`src/cfce_pkg.sv`:
```
// Shared types, register codes and bit helpers for the frame check engine.
package cfce_pkg;

    // Longest frame that positions are tracked for
    localparam int MAX_FRAME_BYTES = 4096;
    localparam int POS_W = $clog2(MAX_FRAME_BYTES + 1);
    localparam int START_W = 12;
    localparam int END_W = 13;
    localparam int CMP_W = ((POS_W > END_W) ? POS_W : END_W) + 1;

    typedef enum logic [2:0] {
        MODE_CRC8  = 3'd0,
        MODE_CRC16 = 3'd1,
        MODE_CRC32 = 3'd2,
        MODE_SUM   = 3'd3,
        MODE_WORD  = 3'd4,
        MODE_BCC   = 3'd5,
        MODE_LRC   = 3'd6
    } check_mode_t;

    typedef enum logic [2:0] {
        REG_CHECK_MODE     = 3'd0,
        REG_CRC_POLYNOMIAL = 3'd1,
        REG_CRC_INITIAL    = 3'd2,
        REG_CRC_FINAL_XOR  = 3'd3,
        REG_REFLECT_INPUT  = 3'd4,
        REG_REFLECT_OUTPUT = 3'd5,
        REG_START_OFFSET   = 3'd6,
        REG_END_OFFSET     = 3'd7
    } cfg_index_t;

    localparam logic [2:0] BYTES_NONE = 3'd0;
    localparam logic [2:0] BYTES_ONE  = 3'd1;
    localparam logic [2:0] BYTES_TWO  = 3'd2;
    localparam logic [2:0] BYTES_FOUR = 3'd4;

    typedef struct packed {
        logic [2:0]         check_mode;
        logic [31:0]        crc_polynomial;
        logic [31:0]        crc_initial;
        logic [31:0]        crc_final_xor;
        logic               reflect_input;
        logic               reflect_output;
        logic [START_W-1:0] start_offset;
        logic [END_W-1:0]   end_offset;
    } cfce_cfg_t;

    typedef struct packed {
        logic [7:0] data_byte;
        logic       frame_last;
    } cfce_in_t;

    typedef struct packed {
        logic [31:0] check_value;
        logic [2:0]  check_bytes;
        logic        short_frame;
    } cfce_out_t;

    function automatic logic [7:0] rev8(input logic [7:0] x);
        logic [7:0] r;
        for (int i = 0; i < 8; i++) begin
            r[i] = x[7-i];
        end
        return r;
    endfunction

    function automatic logic [31:0] rev32(input logic [31:0] x);
        logic [31:0] r;
        for (int i = 0; i < 32; i++) begin
            r[i] = x[31-i];
        end
        return r;
    endfunction

    function automatic logic [15:0] rot16_right(input logic [15:0] x, input logic [3:0] s);
        logic [31:0] d;
        d = {x, x} >> s;
        return d[15:0];
    endfunction

    function automatic logic [15:0] rot16_left(input logic [15:0] x, input logic [3:0] s);
        logic [31:0] d;
        d = {x, x} << s;
        return d[31:16];
    endfunction

endpackage

```
`src/configurable_frame_check_engine.sv`:
```
// Frame check engine top level: input register, accumulator and result register.
//
// Accepts one frame byte per cycle and computes a CRC-8/16/32 (configurable
// polynomial, initial value, final xor and bit reflection), an 8-bit sum, a
// rotate-xor over 16-bit little-endian words, a BCC or an LRC over the bytes
// from start_offset up to end_offset. One result is delivered for the byte
// marked frame_last; short_frame flags a frame that ended before end_offset.
// A byte is taken into an input register, processed by a single pass of
// logic and, on the last byte, lands in the result register, so the
// sustained rate is one byte per cycle; the result of the last byte passes
// through the input register and then the result register. Input backs up
// only when a last byte meets a result that has not yet been taken. Write
// configuration registers only between frames, once all results have been
// delivered.
module configurable_frame_check_engine (
    input  logic                aclk,
    input  logic                aresetn,
    input  logic                s_valid,
    output logic                s_ready,
    input  cfce_pkg::cfce_in_t  s_data,
    output logic                m_valid,
    input  logic                m_ready,
    output cfce_pkg::cfce_out_t m_data,
    input  logic                cfg_we,
    input  logic [2:0]          cfg_index,
    input  logic [31:0]         cfg_wdata
);

    cfce_pkg::cfce_cfg_t cfg;
    cfce_pkg::cfce_in_t  in_reg;
    logic                in_valid_reg, in_valid_next;
    cfce_pkg::cfce_out_t out_reg;
    logic                out_valid_reg, out_valid_next;
    cfce_pkg::cfce_out_t result;
    logic                out_free;
    logic                advance;
    logic                in_xfer;

    cfce_cfg_regs u_cfg (
        .aclk      (aclk),
        .aresetn   (aresetn),
        .cfg_we    (cfg_we),
        .cfg_index (cfg_index),
        .cfg_wdata (cfg_wdata),
        .cfg       (cfg)
    );

    cfce_accum u_accum (
        .aclk    (aclk),
        .aresetn (aresetn),
        .cfg     (cfg),
        .item    (in_reg),
        .advance (advance),
        .result  (result)
    );

    // Process the held byte unless its result has nowhere to go
    always_comb begin
        out_free = !out_valid_reg || m_ready;
        advance  = in_valid_reg && (!in_reg.frame_last || out_free);
        s_ready  = !in_valid_reg || advance;
        in_xfer  = s_valid && s_ready;
    end

    // Track occupancy of the input and result registers
    always_comb begin
        in_valid_next = in_xfer ? 1'b1 : (advance ? 1'b0 : in_valid_reg);
        if (advance && in_reg.frame_last) begin
            out_valid_next = 1'b1;
        end else if (m_ready) begin
            out_valid_next = 1'b0;
        end else begin
            out_valid_next = out_valid_reg;
        end
    end

    always_ff @(posedge aclk) begin
        if (!aresetn) begin
            in_valid_reg  <= 1'b0;
            out_valid_reg <= 1'b0;
        end else begin
            in_valid_reg  <= in_valid_next;
            out_valid_reg <= out_valid_next;
        end
    end

    // Capture payloads on transfer
    always_ff @(posedge aclk) begin
        if (in_xfer) begin
            in_reg <= s_data;
        end
        if (advance && in_reg.frame_last) begin
            out_reg <= result;
        end
    end

    assign m_valid = out_valid_reg;
    assign m_data  = out_reg;

endmodule

```
`src/cfce_cfg_regs.sv`:
```
// Configuration register file for the frame check engine.
module cfce_cfg_regs (
    input  logic               aclk,
    input  logic               aresetn,
    input  logic               cfg_we,
    input  logic [2:0]         cfg_index,
    input  logic [31:0]        cfg_wdata,
    output cfce_pkg::cfce_cfg_t cfg
);

    cfce_pkg::cfce_cfg_t cfg_reg;
    cfce_pkg::cfce_cfg_t cfg_next;

    // Decode the write into the addressed field
    always_comb begin
        cfg_next = cfg_reg;
        if (cfg_we) begin
            case (cfg_index)
                cfce_pkg::REG_CHECK_MODE:     cfg_next.check_mode = cfg_wdata[2:0];
                cfce_pkg::REG_CRC_POLYNOMIAL: cfg_next.crc_polynomial = cfg_wdata;
                cfce_pkg::REG_CRC_INITIAL:    cfg_next.crc_initial = cfg_wdata;
                cfce_pkg::REG_CRC_FINAL_XOR:  cfg_next.crc_final_xor = cfg_wdata;
                cfce_pkg::REG_REFLECT_INPUT:  cfg_next.reflect_input = cfg_wdata[0];
                cfce_pkg::REG_REFLECT_OUTPUT: cfg_next.reflect_output = cfg_wdata[0];
                cfce_pkg::REG_START_OFFSET:
                    cfg_next.start_offset = cfg_wdata[cfce_pkg::START_W-1:0];
                cfce_pkg::REG_END_OFFSET:
                    cfg_next.end_offset = cfg_wdata[cfce_pkg::END_W-1:0];
                default: cfg_next = cfg_reg;
            endcase
        end
    end

    always_ff @(posedge aclk) begin
        if (!aresetn) begin
            cfg_reg <= '0;
        end else begin
            cfg_reg <= cfg_next;
        end
    end

    assign cfg = cfg_reg;

endmodule

```
`src/cfce_crc_unit.sv`:
```
// Byte-wide CRC update and CRC finishing for 8, 16 and 32 bit widths.
module cfce_crc_unit (
    input  logic [2:0]  check_mode,
    input  logic [31:0] crc_polynomial,
    input  logic [31:0] crc_final_xor,
    input  logic        reflect_input,
    input  logic        reflect_output,
    input  logic [31:0] rem_cur,
    input  logic [7:0]  data_byte,
    input  logic        covered,
    output logic [31:0] rem_next,
    output logic [31:0] crc_value
);

    logic [31:0] rem_al;
    logic [31:0] poly_al;
    logic [31:0] step_al;
    logic [31:0] upd_al;
    logic [31:0] mask;
    logic [31:0] out_pre;
    logic [7:0]  din;

    // Align the remainder and polynomial at the top of a 32-bit register
    always_comb begin
        case (check_mode)
            cfce_pkg::MODE_CRC8: begin
                rem_al  = {rem_cur[7:0], 24'd0};
                poly_al = {crc_polynomial[7:0], 24'd0};
                mask    = 32'h0000_00ff;
            end
            cfce_pkg::MODE_CRC16: begin
                rem_al  = {rem_cur[15:0], 16'd0};
                poly_al = {crc_polynomial[15:0], 16'd0};
                mask    = 32'h0000_ffff;
            end
            default: begin
                rem_al  = rem_cur;
                poly_al = crc_polynomial;
                mask    = 32'hffff_ffff;
            end
        endcase
    end

    // Shift eight data bits through the generator, MSB first
    always_comb begin
        din = reflect_input ? cfce_pkg::rev8(data_byte) : data_byte;
        step_al = rem_al ^ {din, 24'd0};
        for (int i = 0; i < 8; i++) begin
            step_al = step_al[31] ? ((step_al << 1) ^ poly_al) : (step_al << 1);
        end
        upd_al = covered ? step_al : rem_al;
    end

    // Return to low alignment and finish with reflection and final xor
    always_comb begin
        case (check_mode)
            cfce_pkg::MODE_CRC8:  rem_next = {24'd0, upd_al[31:24]};
            cfce_pkg::MODE_CRC16: rem_next = {16'd0, upd_al[31:16]};
            default:              rem_next = upd_al;
        endcase
        out_pre   = reflect_output ? cfce_pkg::rev32(upd_al) : rem_next;
        crc_value = (out_pre ^ crc_final_xor) & mask;
    end

endmodule

```
`src/cfce_accum.sv`:
```
// Per-frame accumulator state, its byte update and the result for the last byte.
module cfce_accum (
    input  logic                aclk,
    input  logic                aresetn,
    input  cfce_pkg::cfce_cfg_t cfg,
    input  cfce_pkg::cfce_in_t  item,
    input  logic                advance,
    output cfce_pkg::cfce_out_t result
);

    localparam int POS_W = cfce_pkg::POS_W;
    localparam int CMP_W = cfce_pkg::CMP_W;
    localparam logic [CMP_W-1:0] MAX_C = CMP_W'(cfce_pkg::MAX_FRAME_BYTES);

    logic [31:0]      rem_reg, rem_next;
    logic [POS_W-1:0] pos_reg, pos_next;
    logic [7:0]       pend_reg, pend_next;
    logic [3:0]       wc_reg, wc_next;
    logic             first_reg, first_next;
    logic             ovf_reg, ovf_next;

    logic             frame_start;
    logic [31:0]      rem_cur;
    logic [7:0]       pend_cur;
    logic [3:0]       wc_cur;
    logic             first_cur;
    logic             ovf_cur;
    logic [CMP_W-1:0] pos_c, start_c, end_c, count_c, lim_c;
    logic             covered;
    logic             odd_byte;
    logic [8:0]       sum9;
    logic [15:0]      word;
    logic [31:0]      crc_rem_next;
    logic [31:0]      crc_value;
    logic [7:0]       sum_val;

    // Start a frame from the loaded values on its first byte
    always_comb begin
        frame_start = (pos_reg == '0);
        if (frame_start) begin
            case (cfg.check_mode)
                cfce_pkg::MODE_CRC8:  rem_cur = {24'd0, cfg.crc_initial[7:0]};
                cfce_pkg::MODE_CRC16: rem_cur = {16'd0, cfg.crc_initial[15:0]};
                cfce_pkg::MODE_CRC32: rem_cur = cfg.crc_initial;
                default:              rem_cur = '0;
            endcase
            pend_cur  = '0;
            wc_cur    = '0;
            first_cur = 1'b0;
            ovf_cur   = 1'b0;
        end else begin
            rem_cur   = rem_reg;
            pend_cur  = pend_reg;
            wc_cur    = wc_reg;
            first_cur = first_reg;
            ovf_cur   = ovf_reg;
        end
    end

    // Decide whether this position lies in the checked range
    always_comb begin
        pos_c   = CMP_W'(pos_reg);
        start_c = CMP_W'(cfg.start_offset);
        end_c   = CMP_W'(cfg.end_offset);
        count_c = pos_c + CMP_W'(1);
        covered = (pos_c < MAX_C) && (pos_c >= start_c) && (pos_c < end_c);
        lim_c   = count_c;
        if (lim_c > end_c) begin
            lim_c = end_c;
        end
        if (lim_c > MAX_C) begin
            lim_c = MAX_C;
        end
    end

    cfce_crc_unit u_crc (
        .check_mode     (cfg.check_mode),
        .crc_polynomial (cfg.crc_polynomial),
        .crc_final_xor  (cfg.crc_final_xor),
        .reflect_input  (cfg.reflect_input),
        .reflect_output (cfg.reflect_output),
        .rem_cur        (rem_cur),
        .data_byte      (item.data_byte),
        .covered        (covered),
        .rem_next       (crc_rem_next),
        .crc_value      (crc_value)
    );

    // Fold the byte into the state of the selected check
    always_comb begin
        rem_next   = rem_cur;
        pend_next  = pend_cur;
        wc_next    = wc_cur;
        first_next = first_cur;
        ovf_next   = ovf_cur;
        odd_byte   = pos_reg[0] ^ cfg.start_offset[0];
        sum9       = {1'b0, rem_cur[7:0]} + {1'b0, item.data_byte};
        word       = {item.data_byte, pend_cur};
        if (covered) begin
            case (cfg.check_mode)
                cfce_pkg::MODE_CRC8, cfce_pkg::MODE_CRC16, cfce_pkg::MODE_CRC32: begin
                    rem_next = crc_rem_next;
                end
                cfce_pkg::MODE_SUM: begin
                    rem_next = {24'd0, sum9[7:0]};
                    ovf_next = ovf_cur | sum9[8];
                end
                cfce_pkg::MODE_WORD: begin
                    if (!odd_byte) begin
                        pend_next = item.data_byte;
                    end else begin
                        if (!first_cur) begin
                            rem_next   = {16'd0, word};
                            first_next = 1'b1;
                        end else begin
                            rem_next = {16'd0,
                                        rem_cur[15:0] ^ cfce_pkg::rot16_right(word, wc_cur)};
                        end
                        wc_next = wc_cur + 4'd1;
                    end
                end
                cfce_pkg::MODE_BCC: rem_next = {24'd0, rem_cur[7:0] ^ item.data_byte};
                cfce_pkg::MODE_LRC: rem_next = {24'd0, sum9[7:0]};
                default: rem_next = rem_cur;
            endcase
        end
    end

    // Advance the position, saturating at the frame limit; clear on the last byte
    always_comb begin
        if (item.frame_last) begin
            pos_next = '0;
        end else if (pos_c < MAX_C) begin
            pos_next = pos_reg + POS_W'(1);
        end else begin
            pos_next = pos_reg;
        end
    end

    // Form the result from the updated state
    always_comb begin
        result.short_frame = (count_c < end_c);
        sum_val = 8'd0 - rem_next[7:0];
        case (cfg.check_mode)
            cfce_pkg::MODE_CRC8: begin
                result.check_value = crc_value;
                result.check_bytes = cfce_pkg::BYTES_ONE;
            end
            cfce_pkg::MODE_CRC16: begin
                result.check_value = crc_value;
                result.check_bytes = cfce_pkg::BYTES_TWO;
            end
            cfce_pkg::MODE_CRC32: begin
                result.check_value = crc_value;
                result.check_bytes = cfce_pkg::BYTES_FOUR;
            end
            cfce_pkg::MODE_SUM: begin
                result.check_value = {24'd0, ovf_next ? sum_val : rem_next[7:0]};
                result.check_bytes = cfce_pkg::BYTES_ONE;
            end
            cfce_pkg::MODE_WORD: begin
                if (first_next) begin
                    result.check_value = {16'd0, cfce_pkg::rot16_left(rem_next[15:0], wc_next)};
                end else if (lim_c == start_c + CMP_W'(1)) begin
                    result.check_value = {24'd0, pend_next};
                end else begin
                    result.check_value = '0;
                end
                result.check_bytes = cfce_pkg::BYTES_TWO;
            end
            cfce_pkg::MODE_BCC: begin
                result.check_value = {24'd0, rem_next[7:0]};
                result.check_bytes = cfce_pkg::BYTES_ONE;
            end
            cfce_pkg::MODE_LRC: begin
                result.check_value = {24'd0, sum_val};
                result.check_bytes = cfce_pkg::BYTES_ONE;
            end
            default: begin
                result.check_value = '0;
                result.check_bytes = cfce_pkg::BYTES_NONE;
            end
        endcase
    end

    // Commit the state when the held byte is processed
    always_ff @(posedge aclk) begin
        if (!aresetn) begin
            rem_reg   <= '0;
            pos_reg   <= '0;
            pend_reg  <= '0;
            wc_reg    <= '0;
            first_reg <= 1'b0;
            ovf_reg   <= 1'b0;
        end else if (advance) begin
            rem_reg   <= rem_next;
            pos_reg   <= pos_next;
            pend_reg  <= pend_next;
            wc_reg    <= wc_next;
            first_reg <= first_next;
            ovf_reg   <= ovf_next;
        end
    end

endmodule
```
`config.mk`:
```
export PLATFORM = sky130hd
export DESIGN_NAME = configurable_frame_check_engine
export DESIGN_NICKNAME = d
export VERILOG_FILES = /design/src/cfce_pkg.sv /design/src/configurable_frame_check_engine.sv /design/src/cfce_cfg_regs.sv /design/src/cfce_crc_unit.sv /design/src/cfce_accum.sv
export SDC_FILE = /design/constraint.sdc
export NUM_CORES = 1
export LEC_CHECK = 0
export ABC_CLOCK_PERIOD_IN_PS = 8500
export BUFFER_PORTS_ARGS = -buffer_cell sky130_fd_sc_hd__buf_2
export CAP_MARGIN = 40
export CORE_MARGIN = 2
export CORE_UTILIZATION = 37
export DETAILED_ROUTE_END_ITERATION = 10
export GPL_TIMING_DRIVEN = 0
export RECOVER_POWER = 50
export SYNTH_ARGS = -nofsm -noshare
export SYNTH_HDL_FRONTEND = slang
export SYNTH_HIERARCHICAL = 1
export SYNTH_SLANG_ARGS = --single-unit
```
`constraint.sdc`:
```
create_clock -name aclk -period 8.5 [get_ports aclk]
set_input_delay 0.425 -clock aclk [delete_from_list [all_inputs] [get_ports aclk]]
set_output_delay 0.425 -clock aclk [all_outputs]
set_load 0.005 [all_outputs]
```
==> summary.md <==
| Metric | Value |
|---|---|
| NumNets Final | between 3000 and 4000 |
| Top delay family on crit path | compound AO/OA/AOI/OAI gates |
| Max Fclk | around 120 MHz |
| GPL Wtd Cong | 1.054 |
| Largest net degree at the start of global routing | 30 |
| WL/cell | ~28 microns |
| CP bufs+invs | 7 |
| Clock slew at reported path FFs | 0.06 ns |
| Port bufs | 83 |
| PD cells | roughly 130 nW/um^2 |
| Diodes inserted | 0 |
| Worst vdd ir | approximately 0.14 mV |
| Status | finished, violations left |
| Syn Inst Count | roughly 3300 |
| WS Path Type | flop to flop |
| RSZ-0062 raised after global routing | yes |
| Failing checks | negative setup slack |
| Iteration count of the initial detailed-routing pass | 9 |
| Slew Limit Fails | 0 |
| Clk root buf | clkbuf_16 |
| Final Power | approximately 4000 uW |
| Worst path max stage delay | 0.57 ns |
| Most frequent cells in the layout | 531 x nand2_1, 225 x mux2i_1, 208 x nor2_1 |
| Worst Clk Skew | roughly 0.02 ns |
| Post-DP HPWL | about 96000 microns |
| Critical Path RT | 8.76 ns |
| Crit path max-delay cell type | or4_4 |
| First-pass GRT wire length | 184100 microns |
| Most common cell after layout, fill and taps aside | nand2_1 |
| Core area | roughly 67000 sq um |
| Final hold violation count | 0 |
| Worst setup SP type | flop |
| Placed insts | approximately 4300 |
| Final core utilization | a little under half |
| Die X | 264.3 microns |
| Gr usage total | about a third |
| Netlist Area Pre-Place | between 20000 and 30000 sq um |
| Die span in y | 264.3 microns |
| Final Cycle Share | 101.1% |
| Setup WS post-layout | -0.09076 ns |
| Clk sinks | approximately 230 |
| Post-synth top flop | dfxtp_1 |
| DRT antenna net count | 0 |
| Clk buf depth | 3 |
| Crit path top cell by count | buf_12 |
| Avg Cell Area, Syn | approximately 7.5 sq um |
| Leak | 0.01181 uW |
| Worst hold slack | 0.05134 ns |
| Slew headroom | roughly a quarter |
| Total CTS buffers | 28 |
| Largest register FFs | around 130 |
| H-tree lvl count | 1 |
| Hold Crit Class | input port to flop |
| Crit end category | flop |
| Seq/Total Area, Yosys | 20.33% |
| CP max FO | 10 |
| Final setup violation count | 5 |
| Synth Warn # | 6 |
| WP data arrival | a little under 9 ns |
| Grt ovf | 0 |
| Vias/cell | 6.543 |
| CTS tree | done |
| Antenna violations before repair | 2 |
| Share of cells above drive strength 1 | 20.91% |
| DRC viols | 0 |
| Synthesized flop and latch total | approximately 230 |
| Netlist cell types | 126 |
| Initial Util | between 30 and 40% |
| Post-synth ARST share | 0% |
| Post-Route WL | 128000 microns |
| Die area | 69840 sq um |
| Minimum clock period | approximately 8.6 ns |
| Number of enable flip-flop cells after synthesis | 45 |
| Maxcap violations | 0 |
| Hold buffer count at cts | 0 |
| Area added between synthesis and finish | 25.19% |
| Finished Layout Cells | ~4500 |
| Initial DRC count | roughly 4300 |
| Vias in the first global route | approximately 27000 |
| FILL cells | roughly 6800 |
| Syn Nets | roughly 3400 |
| Total number of vias | just under 30000 |
| Worst Tran Pin Value | 1.109 ns |
| Worst-Skew Late Latency | about 0.56 ns |
| Number of I/O pins | 87 |
| Row cnt | 95 |
[synth_stat cells (64+ instances only)]
| library cell | count | share of area, % |
|---|---|---|
| o21ai_0 | 132 | 2.6 |
| mux2i_1 | 238 | 9.5 |
| nand2_1 | 551 | 8.3 |
| nor2_1 | 218 | 3.3 |
| clkbuf_1 | 183 | 2.7 |
| xnor2_1 | 151 | 5.3 |
| nor3_1 | 73 | 1.5 |
| dfxtp_1 | 187 | 15 |
| inv_1 | 64 | 0.96 |
| a21oi_1 | 172 | 3.4 |
| nand3_1 | 109 | 2.2 |
[what timing repair did]
action | CTS | global route
gates cloned | 2 | 2
gates resized for setup | 347 | 198
pin swaps | 85 | 97
hold endpoints to repair | 0 | 0
setup buffers | 98 | 75
endpoints found under the setup margin | 64 | 17
[final timing paths]
kind / depth (start not counted) / from / slack (ns) / to
worst min-delay path: 1 / s_data[5] / 0.05 / in_reg[5]
worst max register to register: 38 / u_accum/pos_reg[0] / -0.09 / m_data[8]
worst min register to register: 2 / u_cfg/cfg[72] / 0.46 / u_cfg/cfg[72]
worst max-delay path: 38 / u_accum/pos_reg[0] / -0.09 / m_data[8]
[logic make-up after synthesis]
| kind of cell | Yosys count | share of synthesized area (%) |
|---|---|---|
| simple gates | 1277 | 24.26 |
| flops | 232 | 20.33 |
| fa+ha+maj | 53 | 2.706 |
| compound gates | 949 | 27.22 |
| mux | 274 | 11.76 |
| buf+inv | 353 | 5.995 |
| xor+xnor | 200 | 7.737 |
[per-layer routing]
| layer | vias up | wire length, microns | global-route usage (%) |
|---|---|---|---|
| met2 | 1995 | 54070 | 53.71 |
| met4 | 0 | 10980 | 23.53 |
| li1 | 12960 | - | - |
| met1 | 14110 | 50130 | 44.78 |
| met3 | 551 | 12840 | 5.733 |
| met5 | - | 0 | 0 |
[power by group]
| group | internal (uW) | switching, uW | total, uW |
|---|---|---|---|
| combinational | 557 | 958 | 1510 |
| clock | 781 | 505 | 1290 |
| sequential | 1150 | 41.8 | 1190 |
| total | 2490 | 1510 | 3990 |
[cell type report]
class                      instances  area [sq um]  area share (%)
timing repair buffer             278          2033           6.480
sequential                       232          5137           16.37
clock buffer                      36         792.0           2.524
multi-input combinational       2754         20270           64.58
inverter                          68         265.3          0.8453
buffer                           271          1597           5.088
clock inverter                    15         196.4          0.6260
tap                              873          1092           3.481
[per-stage QoR]
stage,instance area (sq um),setup TNS (ns),setup WS (ns)
2_1_floorplan,25070,0,0.04493
3_3_place_gp,26570,-118.76,-3.936
3_5_place_dp,26750,-99.89,-3.606
4_1_cts,30090,-0.2603,-0.08011
5_1_grt,31380,-2.339,-0.3057
6_report,31380,-0.1631,-0.09076
[worst register-to-register path: cells and delay by family (launching register included)]
kind            cells  cell delay [ns]
mux                 1             0.35
simple gates       11             2.50
fa+ha+maj           1             0.14
buf+inv             7             1.03
compound gates     14             3.08
xor+xnor            4             0.84
flops               1             0.38
(Power assumes the default switching activity.)
